`config.mk`:
```
export PLATFORM = sky130hd
export DESIGN_NAME = cbad_pads
export DESIGN_NICKNAME = d
export VERILOG_FILES = /design/src/rtl/cpu_bus_address_decoder_core_macros.svh /design/src/rtl/cbad_pads.sv
export SDC_FILE = /design/constraint.sdc
export NUM_CORES = 1
export LEC_CHECK = 0
export ABC_AREA = 1
export BUFFER_PORTS_ARGS = -buffer_cell sky130_fd_sc_hd__buf_4
export CORE_ASPECT_RATIO = 1.2
export CORE_MARGIN = 2
export CORE_UTILIZATION = 50
export CTS_CLUSTER_DIAMETER = 60
export CTS_CLUSTER_SIZE = 40
export DETAILED_ROUTE_END_ITERATION = 6
export PLACE_DENSITY = 0.85
export SLEW_MARGIN = 20
export SYNTH_ARGS = -nofsm -noshare
export SYNTH_HDL_FRONTEND = slang
export SYNTH_SLANG_ARGS = --single-unit
```
`constraint.sdc`:
```
create_clock -name clk -period 1 [get_ports clk]
set_input_delay 0.2 -clock clk [delete_from_list [all_inputs] [get_ports clk]]
set_output_delay 0.2 -clock clk [all_outputs]
set_load 0.05 [all_outputs]
```
`src/rtl/cpu_bus_address_decoder_core_macros.svh`:
```
// ----------------------------------------------------------------------------
// Assertion macros for the processor bus address decoder
// Concurrent checks that are compiled out when SYNTHESIS is defined.
// ----------------------------------------------------------------------------
`ifndef CPU_BUS_ADDRESS_DECODER_CORE_MACROS_SVH
`define CPU_BUS_ADDRESS_DECODER_CORE_MACROS_SVH

`ifndef SYNTHESIS
// Checks that a property holds at every clock edge outside reset.
`define CBAD_ASSERT(name, clk, rst, prop) \
  name: assert property (@(posedge clk) disable iff (rst) (prop)) \
    else $error("cbad check failed");
// Checks that a condition is followed in the next cycle by a consequence.
`define CBAD_ASSERT_NEXT(name, clk, rst, cond, conseq) \
  name: assert property (@(posedge clk) disable iff (rst) (cond) |=> (conseq)) \
    else $error("cbad sequence check failed");
`else
`define CBAD_ASSERT(name, clk, rst, prop)
`define CBAD_ASSERT_NEXT(name, clk, rst, cond, conseq)
`endif

`endif

```
`src/rtl/cbad_pads.sv`:
```
// ----------------------------------------------------------------------------
// Pad shift latches
// Two button latches loaded by a strobe and shifted out one bit per read.
// ----------------------------------------------------------------------------
module cbad_pads (
  input  logic       clk,
  input  logic       rst,
  input  logic       strobe,
  input  logic       shift,
  input  logic       sel,
  input  logic [7:0] pad_one_buttons,
  input  logic [7:0] pad_two_buttons,
  output logic       serial_bit
);

  logic [7:0] latch_one;
  logic [7:0] latch_two;

  assign serial_bit = sel ? latch_two[7] : latch_one[7];

  always_ff @(posedge clk) begin
    if (rst) begin
      latch_one <= 8'h00;
      latch_two <= 8'h00;
    end else if (strobe) begin
      latch_one <= pad_one_buttons;
      latch_two <= pad_two_buttons;
    end else if (shift) begin
      // A one fills from the bottom, so reads past the eighth return one.
      if (sel) begin
        latch_two <= {latch_two[6:0], 1'b1};
      end else begin
        latch_one <= {latch_one[6:0], 1'b1};
      end
    end
  end

endmodule

```
==> results_dict.tcl <==
set metrics [dict create \
    antenna_left 0 \
    met2_length_um 810 \
    fmax_mhz 927.2 \
    wire_per_inst_um 9.888 \
    cp-start-kind "flip-flop" \
    cts_root_buffer "clkbuf_4" \
    fin_tns_setup_ns -0.07851 \
    yosysWarnings 0 \
    end_kind "output port" \
    required_ns 0.80 \
    yosysUniqueCellTypes 14 \
    crit_family "flip-flops" \
    setup_viol 1 \
    r2r_slack_ns 0.30 \
    cts_hold_buf 0 \
    grtUsageTotal 0.1871 \
    diodes 0 \
    hpwl_mm 1.131 \
    dr.max_layer_used "met4" \
    syn-num-nets 143 \
    wl_met1_um 690 \
    layout_common_cells "nand2_1 (61), buf_4 (23), a21oi_1 (16)" \
    core_mm2 0.001582 \
    leakagePower_nw 0.4817 \
    status "finished, violations left" \
    finalClockSkew_ns 0.004273 \
    critPathMaxFanout 2 \
    wl_met3_um 44 \
    slew_violations 0 \
    min_period_ns 1.079 \
    chipHeight_um 48.42 \
    layout.nets 165 \
    overflow 0 \
    final_common_cell "nand2_1" \
    clkSinkCount 16 \
    hp-class "in2reg" \
    num_vias 804 \
    post_cts_buffers 0 \
    cap_violations 0 \
    worstPathArrival_ns 0.88 \
    cts_buffer_depth 2 \
    ys_ff_latch 16 \
    violations "negative setup slack" \
    cp_slowest_cell "dfxtp_2" \
    drt_wl_total_mm 1.582 \
    rows 16 \
    htree_levels 1 \
    first_pass_iters 4 \
    antenna_found_initial 0 \
    tightestPinTransition_ns 0.2921 \
    drtIter0Drc 15 \
    grt_pass1_wl_mm 2.670 \
    ys_seq_area_frac 0.3896 \
    gp_congestion 0.8320 \
    layout-drive-gt1-share 0.2394 \
    path_buf_inv 1 \
    ir_drop_v 0.0007614 \
    area_delta_synth_final_pct 20.09 \
    drc_errors 0 \
    start_util 0.5198 \
    hold-path-cell-count 2 \
    r2r_end "latch_one[2]$_SDFFE_PP0P_" \
    r2r_start "latch_one[1]$_SDFFE_PP0P_" \
    die_area_mm2 0.001986 \
    worstSetupPathType "reg2out" \
    hold_viol 0 \
    critical_path.cell_chain "nand2_1 -> nand2_1 -> buf_6" \
    grt_start_max_net_pins 32 \
    fin_ws_ns -0.07851 \
    clk_latency_ns 0.28 \
    min_from "rst" \
    crit_path_frequent_cell "nand2_1" \
    syn_area_per_cell_um2 6.738 \
    io_buffers 21 \
    cts_buffers 3 \
    synth_cells 122 \
    syn-cell-area_um2 822.0 \
    power_density_mw_per_mm2 1285 \
    cts_tree "built" \
    vias_per_cell 5.025 \
    io_pins 22 \
    hold_end "latch_two[7]$_SDFFE_PP0P_" \
    max_stage_delay_ns 0.34 \
    die_x_um 41.02 \
    slew_headroom 0.8048 \
    pre_cts_ws_ns 0.01867 \
    finalCritPeriodShare 1.079 \
    rsz0062_at_grt "true" \
    grt_pass1_vias 675 \
    clkSlewWorstSetupHoldPaths_ns 0.09 \
    r2r_cells 4 \
]
## metal layers
layer | up-vias | global-route usage
li1 | 431 | -
met1 | 357 | 0.2183
met2 | 11 | 0.3125
met3 | 5 | 0.02752
met4 | 0 | 0.08333
met5 | - | 0
## Yosys cell counts
library cell | instances | area share
nand2_1 | 61 | 0.28
a21oi_1 | 16 | 0.097
dfxtp_1 | 16 | 0.39
nand3_1 | 14 | 0.085
buf_4 | 2 | 0.018
buf_6 | 2 | 0.027
inv_1 | 2 | 0.0091
nand2_2 | 2 | 0.015
nand2_4 | 2 | 0.027
buf_1 | 1 | 0.0046
buf_12 | 1 | 0.024
buf_2 | 1 | 0.0061
inv_6 | 1 | 0.011
o21ai_0 | 1 | 0.0061
## layout make-up
class	count	area (µm²)
Inverter	3	16.27
Tap cell	18	22.52
Sequential cell	16	322.8
Timing Repair Buffer	24	183.9
Fill cell	171	594.3
Clock buffer	3	22.52
Multi-Input combinational cell	96	419.2
## per-stage QoR
| stage | instance area (µm²) | total power, mW | util | cells | hold slack (ns) |
|---|---|---|---|---|---|
| 2_1_floorplan | 822.0 | 0.8738 | - | 122 | 0.3876 |
| 3_3_place_gp | 958.4 | 0.9437 | 0.6060 | 157 | 0.4612 |
| 3_5_place_dp | 958.4 | 0.9509 | 0.6060 | 157 | 0.4636 |
| 4_1_cts | 987.2 | 1.286 | 0.6242 | 160 | 0.1862 |
| 5_1_grt | 987.2 | 1.340 | 0.6242 | 160 | 0.2081 |
| 6_report | 987.2 | 1.268 | 0.6242 | 160 | 0.1916 |
## flip-flops by register name, summed over array words and instances, names as in the netlist
name	count
latch_one	8
latch_two	8
## worst max-delay path by stage
stage / start / end / cells after the start
after floorplan: latch_two[7]$_SDFFE_PP0P_ / serial_bit / 2
after global placement: sel / latch_one[2]$_SDFFE_PP0P_ / 6
after detailed placement: sel / latch_one[6]$_SDFFE_PP0P_ / 6
after CTS: latch_two[7]$_SDFFE_PP0P_ / serial_bit / 3
after global routing: latch_two[7]$_SDFFE_PP0P_ / serial_bit / 3
final: latch_two[7]$_SDFFE_PP0P_ / serial_bit / 3
## cell families (layout without fill, tap and decap cells)
family / Yosys count / in the layout / synth area share
flip-flops: 16 / 16 / 0.3897
AO/OA/AOI/OAI: 17 / 17 / 0.1035
AND/OR/NAND/NOR: 79 / 79 / 0.4064
buffers and inverters: 10 / 30 / 0.1004
## timing repair
item / CTS / global route
hold endpoints to repair: 0 / 0
pin swaps: 2 / 0
gates resized for setup: 3 / 0
endpoints found under the setup margin: 1 / 1
## power by group
group | switching (mW) | total (mW) | internal (mW)
Sequential | 0.0187 | 0.694 | 0.676
Clock | 0.191 | 0.331 | 0.140
Combinational | 0.130 | 0.244 | 0.114
Note: power is estimated with default switching activity, not from simulation.
