[src/rtl/cpu_bus_address_decoder_core_macros.svh]
// ----------------------------------------------------------------------------
// Assertion macros for the processor bus address decoder
// Concurrent checks that are compiled out when SYNTHESIS is defined.
// ----------------------------------------------------------------------------
`ifndef CPU_BUS_ADDRESS_DECODER_CORE_MACROS_SVH
`define CPU_BUS_ADDRESS_DECODER_CORE_MACROS_SVH

`ifndef SYNTHESIS
// Checks that a property holds at every clock edge outside reset.
`define CBAD_ASSERT(name, clk, rst, prop) \
  name: assert property (@(posedge clk) disable iff (rst) (prop)) \
    else $error("cbad check failed");
// Checks that a condition is followed in the next cycle by a consequence.
`define CBAD_ASSERT_NEXT(name, clk, rst, cond, conseq) \
  name: assert property (@(posedge clk) disable iff (rst) (cond) |=> (conseq)) \
    else $error("cbad sequence check failed");
`else
`define CBAD_ASSERT(name, clk, rst, prop)
`define CBAD_ASSERT_NEXT(name, clk, rst, cond, conseq)
`endif

`endif

[src/rtl/cbad_pkg.sv]
// ----------------------------------------------------------------------------
// Bus decoder package
// Sizes, route codes, address map constants and the decode result type.
// ----------------------------------------------------------------------------
package cbad_pkg;

  localparam int RAM_ADDR_BITS = 11;

  typedef logic [2:0] route_t;
  localparam route_t ROUTE_CART  = 3'd0;
  localparam route_t ROUTE_RAM   = 3'd1;
  localparam route_t ROUTE_PIC   = 3'd2;
  localparam route_t ROUTE_AUDIO = 3'd3;
  localparam route_t ROUTE_DMA   = 3'd4;
  localparam route_t ROUTE_PAD   = 3'd5;
  localparam route_t ROUTE_NONE  = 3'd6;

  // Where the data byte of a result comes from.
  typedef logic [2:0] bsrc_t;
  localparam bsrc_t BSRC_ZERO  = 3'd0;
  localparam bsrc_t BSRC_WRITE = 3'd1;
  localparam bsrc_t BSRC_CART  = 3'd2;
  localparam bsrc_t BSRC_PAD   = 3'd3;
  localparam bsrc_t BSRC_RAM   = 3'd4;

  localparam logic OP_READ  = 1'b0;
  localparam logic OP_WRITE = 1'b1;

  localparam logic [15:0] ADDR_RAM_TOP   = 16'h1FFF;
  localparam logic [15:0] ADDR_PIC_TOP   = 16'h3FFF;
  localparam logic [15:0] ADDR_APU_BASE  = 16'h4000;
  localparam logic [15:0] ADDR_APU_TOP   = 16'h4013;
  localparam logic [15:0] ADDR_DMA       = 16'h4014;
  localparam logic [15:0] ADDR_APU_STAT  = 16'h4015;
  localparam logic [15:0] ADDR_PAD_ONE   = 16'h4016;
  localparam logic [15:0] ADDR_PAD_TWO   = 16'h4017;

  typedef struct packed {
    route_t     route;
    logic [4:0] reg_index;
    bsrc_t      byte_src;
    logic       ram_write;
    logic       pad_strobe;
    logic       pad_read;
    logic       pad_sel;
  } dec_t;

endpackage

[src/rtl/cbad_decode.sv]
// ----------------------------------------------------------------------------
// Bus address decode
// Maps one access onto its route, register index and side effects.
// ----------------------------------------------------------------------------
module cbad_decode (
  input  logic            operation,
  input  logic [15:0]     address,
  input  logic            cart_claims,
  output cbad_pkg::dec_t  dec
);

  always_comb begin
    dec            = '0;
    dec.route      = cbad_pkg::ROUTE_NONE;
    dec.reg_index  = 5'd0;
    dec.byte_src   = cbad_pkg::BSRC_ZERO;
    if (cart_claims) begin
      dec.route    = cbad_pkg::ROUTE_CART;
      dec.byte_src = (operation == cbad_pkg::OP_WRITE) ? cbad_pkg::BSRC_WRITE
                                                       : cbad_pkg::BSRC_CART;
    end else if (address <= cbad_pkg::ADDR_RAM_TOP) begin
      dec.route     = cbad_pkg::ROUTE_RAM;
      dec.ram_write = (operation == cbad_pkg::OP_WRITE);
      dec.byte_src  = (operation == cbad_pkg::OP_WRITE) ? cbad_pkg::BSRC_WRITE
                                                        : cbad_pkg::BSRC_RAM;
    end else if (address <= cbad_pkg::ADDR_PIC_TOP) begin
      // Eight picture registers, mirrored through the whole window.
      dec.route     = cbad_pkg::ROUTE_PIC;
      dec.reg_index = {2'b00, address[2:0]};
      dec.byte_src  = (operation == cbad_pkg::OP_WRITE) ? cbad_pkg::BSRC_WRITE
                                                        : cbad_pkg::BSRC_ZERO;
    end else if (operation == cbad_pkg::OP_WRITE) begin
      if (address == cbad_pkg::ADDR_DMA) begin
        dec.route    = cbad_pkg::ROUTE_DMA;
        dec.byte_src = cbad_pkg::BSRC_WRITE;
      end else if (address == cbad_pkg::ADDR_PAD_ONE) begin
        dec.route      = cbad_pkg::ROUTE_PAD;
        dec.byte_src   = cbad_pkg::BSRC_WRITE;
        dec.pad_strobe = 1'b1;
      end else if (address inside {[cbad_pkg::ADDR_APU_BASE:cbad_pkg::ADDR_APU_TOP],
                                   cbad_pkg::ADDR_APU_STAT, cbad_pkg::ADDR_PAD_TWO}) begin
        // All audio addresses lie below base + 32, so the offset is the low bits.
        dec.route     = cbad_pkg::ROUTE_AUDIO;
        dec.reg_index = address[4:0];
        dec.byte_src  = cbad_pkg::BSRC_WRITE;
      end
    end else begin
      if (address == cbad_pkg::ADDR_PAD_ONE || address == cbad_pkg::ADDR_PAD_TWO) begin
        dec.route    = cbad_pkg::ROUTE_PAD;
        dec.byte_src = cbad_pkg::BSRC_PAD;
        dec.pad_read = 1'b1;
        dec.pad_sel  = address[0];
      end else if (address == cbad_pkg::ADDR_APU_STAT) begin
        dec.route     = cbad_pkg::ROUTE_AUDIO;
        dec.reg_index = address[4:0];
      end
    end
  end

endmodule

[config.mk]
export PLATFORM = sky130hd
export DESIGN_NAME = cbad_decode
export DESIGN_NICKNAME = d
export VERILOG_FILES = /design/src/rtl/cpu_bus_address_decoder_core_macros.svh /design/src/rtl/cbad_pkg.sv /design/src/rtl/cbad_decode.sv
export SDC_FILE = /design/constraint.sdc
export NUM_CORES = 1
export LEC_CHECK = 0
export BUFFER_PORTS_ARGS = -buffer_cell sky130_fd_sc_hd__buf_2
export CAP_MARGIN = 10
export CORE_AREA = 10 10 47 49
export DETAILED_ROUTE_END_ITERATION = 10
export DIE_AREA = 0 0 57 59
export SLEW_MARGIN = 20
export SYNTH_ARGS = -nofsm -noshare
export SYNTH_HDL_FRONTEND = slang
export SYNTH_SLANG_ARGS = --single-unit
[constraint.sdc]
create_clock -name vclk -period 4.5
set_input_delay 0.9 -clock vclk [all_inputs]
set_output_delay 0.9 -clock vclk [all_outputs]
set_load 0.05 [all_outputs]
==> results of run 1 <==
## cell usage in the layout, fill, tap and decap left out
master    instances
buf_2            33
nand2b_1          3
nor2_1            7
nand2_1           5
and2_1            1
a31oi_1           1
inv_1             1
nor4b_1           1
a21oi_1           6
nor3b_2           2
and3b_1           2
nor3b_1           2
or2_2             1
a32oi_4           1
nor3_1            2
o21ai_4           1
o211ai_1          1
nand3_1           1
a21o_1            1
and4_1            2
a21boi_0          1
nor4_1            2
or4b_4            1
a221oi_1          1
o21ai_0           1
## layer usage
metal / track usage [%] / wire length (um) / part of all wire (%) / vias to the layer above
met4: 0 / 0 / 0 / 0
met1: 8.166 / 584 / 44 / 209
met5: 0 / 0 / 0 / -
met3: 1.931 / 101 / 7.6 / 0
met2: 14.73 / 643 / 48 / 14
li1: - / - / - / 250
## power by group through the flow
stage	sequential, uW	clock [uW]	combinational [uW]
3_3_place_gp	0	0	45.7
2_1_floorplan	0	0	27.4
5_1_grt	0	0	49.1
6_report	0	0	45.2
4_1_cts	0	0	45.5
3_5_place_dp	0	0	45.4
## worst max path at each step
stage / endpoint / slack [ns] / cells past startpoint
3_5_place_dp: dec[11] / 1.14 / 6
5_1_grt: dec[11] / 0.97 / 6
3_3_place_gp: dec[10] / 1.17 / 6
4_1_cts: dec[11] / 1.14 / 6
6_report: dec[11] / 1.15 / 6
2_1_floorplan: dec[0] / 0.83 / 5
## synthesized netlist by cell type, types with 2 or more instances
cell type,instances
nand2b_1,3
and4_1,2
nor3b_1,2
nor3b_2,2
nor3_1,2
nor4_1,2
nand2_1,5
and3b_1,2
a21oi_1,6
nor2_1,7
## area by class of cell
type | count | area (sq um) | share of cell area [%]
inverter | 1 | 3.754 | 0.7407
tap | 16 | 20.02 | 3.951
timing repair buffer | 33 | 165.2 | 32.59
multi-input combinational | 46 | 317.8 | 62.72
## metrics by stage
stage | hold slack (ns) | cell area (sq um) | util [%] | cells | total power (uW)
global route | 2.213 | 506.7 | 36.16 | 96 | 49.12
finish | 2.180 | 506.7 | 36.16 | 96 | 45.21
global placement | 2.187 | 506.7 | 36.16 | 96 | 45.67
CTS | 2.183 | 506.7 | 36.16 | 96 | 45.50
floorplan | 1.976 | 332.8 | - | 48 | 27.43
detailed placement | 2.181 | 506.7 | 36.16 | 96 | 45.37
## critical path: stages
cell and delay, ns:
buf_2 0.13, nor4_1 0.33, and4_1 0.44, a32oi_4 0.18
nor3b_2 0.19, buf_2 0.28
## cell families (layout without fill, tap and decap cells)
| group | Yosys count | count (layout) |
|---|---|---|
| AO/OA/AOI/OAI | 14 | 14 |
| AND/OR/NAND/NOR | 32 | 32 |
| buffers and inverters | 2 | 34 |
==> results by group, run 1 <==
Synth
  – Main combinational cell family by area after synthesis: simple AND/OR/NAND/NOR gates
  – Mapped Cells: 48
  – Netlist cell types: 25
  – Xor and xnor area share after synthesis: 0%
  – Yosys warns: 0
  – Yosys top cell area share: under 10%
  – Multiplexer share of the synthesized area: 0%
  – Post-synthesis net count: 66
  – Area contributors post-synth: a21oi_1 9.0%, a32oi_4 8.3%, nor2_1 7.9%
  – Mapped cell area: 332.8 sq um
  – Dominant cell type by area after synthesis: a21oi_1
  – Post-synthesis simple-gate area fraction: 60.53%
  – Seq/Total Area, Yosys: 0%
  – Adder-cell share of the synthesized area: 0%
  – Syn avg cell area: 6.934 sq um
  – Complex-gate fraction of the synthesized area: 34.96%

Timing
  – Slew headroom: 76.19%
  – Worst setup margin: 1.152 ns
  – RSZ-0062 raised after global routing: false
  – Fmax: 298.6 MHz
  – TNS Setup: 0 ns
  – Post-layout minimum cycle time: 3.348 ns
  – Slew Limit Fails: 0
  – Final worst-path cycle share: 74.41%
  – Fin. Hold Viols: 0
  – Count of final setup violators: 0
  – Worst slew pin tran: 0.3558 ns

Floorplan
  – Die X: roughly 57 um
  – Core footprint: 1401 sq um
  – Row cnt: 14
  – Die height: about 59 um
  – Io pins: 33
  – Starting density of the core: a little under a quarter
  – Die area: roughly 3400 sq um

Place
  – IO buf count: 33
  – DP HPWL: 1.164 mm
  – GPL Wtd Cong: around 0.84
  – Setup slack at placement: 1.142 ns

Power and ir drop
  – Sequential power share: 0%
  – Switching power: around 30 uW
  – Combinational share of power: 100.0%
  – Leakage power: 0.0002490 uW
  – Peak supply drop: approximately 0.000033 V
  – Clock power frac: 0%
  – Switch share: roughly two thirds
  – Power per cell area: 89.22 nW/um^2
  – P_int: 15.11 uW

Setup path
  – Critical Path AT: 2.45 ns
  – Crit Path Category: in2out
  – Crit path capture type: output pin
  – CP Launch Type: input pin
  – Critical path launch point: address[13]
  – Req. time, crit path: 3.60 ns
  – CP max FO: 8

Job
  – Max-cap violations: 0

Layout
  – Antenna diodes: 0
  – Sequential cells: 0
  – Seq. cell area: 0 sq um
  – FILL cells: around 170
  – Layout cells sized above 1: 48.75%
  – Final net count: 100
  – Clock buffer cells: 0
  – Area delta synth->final: 52.26%

Routing
  – DRT iter0 DRCs: 3
  – Vias: ~470
  – DRT Wirelength: roughly 1.3 mm
  – First drt pass iteration count: 3
  – Drt via density: 4.927
  – Routed wire per std cell: 13.84 um
  – Final ANT Viol Nets: 0
  – Drt drc: 0

GRT
  – Initial antenna violation count: 0
  – Vias in the first global route: 508
  – Global route total overflow: 0
  – GR Util All Layers: 7.467%
  – Largest net degree at the start of global routing: 9
  – First-pass GRT wire length: 2.235 mm

Clock network
  – Post-CTS Hold Fix Bufs: 0
  – Post-CTS Setup Bufs: 0
  – Resized Gates After CTS: 0

Worst hold path
  – Hold Crit Start: address[13]
  – WHS Endpoint: dec[6]
  – Worst min path class: in2out
  – Hold path depth: 3

Status
  – Status: completed
Power figures use the tool's default switching activity.
==> run 2: changes to the inputs <==
==> constraint.sdc (replaced) <==
create_clock -name vclk -period 3.34
set_input_delay 0.668 -clock vclk [all_inputs]
set_output_delay 0.668 -clock vclk [all_outputs]
set_load 0.05 [all_outputs]
==> run 2 against run 1 <==
  * Utilization is the same
  * First-iteration DRC count shrank 33%
  * Combinational power grew 35%
  * Routed wire length grew 0.30%
  * Largest power group unchanged
  * Highest routed layer unchanged
==> results by group, run 2 (same netlist as run 1, synthesis figures left out) <==
Layout
  – Layout cells sized above 1: 48.75% (unchanged)
  – Sequential cells: 0 (unchanged)
  – Final net count: 100 (unchanged)
  – Commonest non-fill, non-tap cell in the layout: buf_2 (unchanged)
  – Seq. cell area: 0 sq um (unchanged)
  – Most frequent cells in the layout: 33 x buf_2, 7 x nor2_1, 6 x a21oi_1 (unchanged)
  – Antenna diodes: 0 (unchanged)
  – FILL cells: 174 (unchanged)
  – Clock buffer cells: 0 (unchanged)
  – Area delta synth->final: 52.26% (unchanged)

Place
  – DP HPWL: 1.175 mm (was 1.164 mm)
  – IO buf count: 33 (unchanged)
  – GPL Wtd Cong: 0.8440 (unchanged)

Routing
  – DRT Wirelength: 1.333 mm (was 1.329 mm)
  – Vias: 477 (was 473)
  – Routed wire per std cell: 13.89 um (was 13.84 um)
  – Final ANT Viol Nets: 0 (unchanged)
  – Drt via density: 4.969 (was 4.927)
  – First drt pass iteration count: 4 (was 3)
  – Drt drc: 0 (unchanged)
  – DRT iter0 DRCs: 2 (was 3)

GRT
  – Initial antenna violation count: 0 (unchanged)
  – Largest net degree at the start of global routing: 9 (unchanged)
  – Vias in the first global route: 517 (was 508)
  – GR Util All Layers: 7.550% (was 7.467%)
  – First-pass GRT wire length: 2.277 mm (was 2.235 mm)
  – Global route total overflow: 0 (unchanged)

Status
  – Status: completed (unchanged)

Setup path
  – Crit Path Category: in2out (unchanged)
  – Critical Path AT: 2.22 ns (was 2.45 ns)
  – Crit-path most repeated cell: buf_2 (unchanged)
  – CP max FO: 8 (unchanged)
  – Crit-path max cell delay: 0.43 ns (was 0.44 ns)
  – Slowest-stage cell, CP: and4_1 (unchanged)
  – Req. time, crit path: 2.67 ns (was 3.60 ns)
  – Critical path launch point: address[13] (unchanged)
  – Crit path capture type: output pin (unchanged)
  – Worst path cell trace: buf_2, nor4_1, and4_1, a32oi_4, nor3b_2, buf_2 (unchanged)
  – CP Launch Type: input pin (unchanged)

Floorplan
  – Die area: 3363 sq um (unchanged)
  – Core footprint: 1401 sq um (unchanged)
  – Starting density of the core: 23.75% (unchanged)
  – Die X: 57 um (unchanged)
  – Die height: 59 um (unchanged)
  – Row cnt: 14 (unchanged)
  – Io pins: 33 (unchanged)

Worst hold path
  – Hold Crit Start: address[13] (unchanged)
  – Worst min path class: in2out (unchanged)

Power and ir drop
  – P_int: 20.35 uW (was 15.11 uW)
  – Peak supply drop: 0.00005610 V (was 0.00003335 V)
  – Total Power: 61.06 uW (was 45.21 uW)
  – Sequential power share: 0% (about the same)
  – Power per cell area: 120.5 nW/um^2 (was 89.22 nW/um^2)
  – Clock power frac: 0% (about the same)
  – Leakage power: 0.0002490 uW (unchanged)
  – Switching power: 40.71 uW (was 30.10 uW)
  – Combinational share of power: 100.0% (about the same)
  – Switch share: 66.67% (was 66.58%)

Timing
  – Fin. Hold Viols: 0 (unchanged)
  – Post-layout minimum cycle time: 2.886 ns
  – TNS Setup: 0 ns (unchanged)
  – RSZ-0062 raised after global routing: false (unchanged)
  – Final worst-path cycle share: 86.40%
  – Slew headroom: 75.84% (was 76.19%)
  – Count of final setup violators: 0 (unchanged)
  – Slew Limit Fails: 0 (unchanged)
  – Worst slew pin tran: 0.3611 ns (was 0.3558 ns)
  – Fmax: 346.5 MHz

Clock network
  – Post-CTS Setup Bufs: 0 (unchanged)
  – Post-CTS Hold Fix Bufs: 0 (unchanged)
  – Resized Gates After CTS: 0 (unchanged)

Job
  – Max-cap violations: 0 (unchanged)
run 2: cell counts in the layout (fill, tap and decap cells not counted):
No cell type changed its count.
run 2: worst max-delay path: cells and delay by family:
family / cells / cell delay [ns]
and+or+nand+nor: 3 / 0.96
buffers and inverters: 2 / 0.41
AOI/OAI and AO/OA: 1 / 0.18
run 2: cell type report:
type | instances | area, sq um | share of cell area (%)
Multi-Input combinational cell | 46 | 317.8 | 62.72
Tap cell | 16 | 20.02 | 3.951
Inverter | 1 | 3.754 | 0.7407
Timing Repair Buffer | 33 | 165.2 | 32.59
run 2: final timing paths:
kind	slack [ns]	cells past startpoint	end
setup / recovery	0.45	6	dec[11]
hold / removal	1.72	3	dec[6]
run 2: layer usage:
metal  global-route usage, %  up-vias  share of wire (%)
met5                       0        -                  0
met1                   9.102      210                 44
li1                        -      250                  -
met2                   14.11       17                 49
met3                   1.502        0                7.1
met4                       0        0                  0
run 2: through the flow:
stage                     hold WS, ns  cells  instance area, sq um  util (%)  worst slack, ns
after global routing            1.764     96                 506.7     36.16           0.2867
after floorplan                 1.512     48                 332.8         -           0.1345
after CTS                       1.720     96                 506.7     36.16           0.4422
final                           1.721     96                 506.7     36.16           0.4542
after global placement          1.724     96                 506.7     36.16           0.4746
after detailed placement        1.718     96                 506.7     36.16           0.4430
run 2: power by group through the flow:
stage / logic [uW] / clock network [uW] / registers, uW
2_1_floorplan: 37.0 / 0 / 0
3_3_place_gp: 61.5 / 0 / 0
4_1_cts: 61.4 / 0 / 0
3_5_place_dp: 61.2 / 0 / 0
5_1_grt: 66.4 / 0 / 0
6_report: 61.1 / 0 / 0
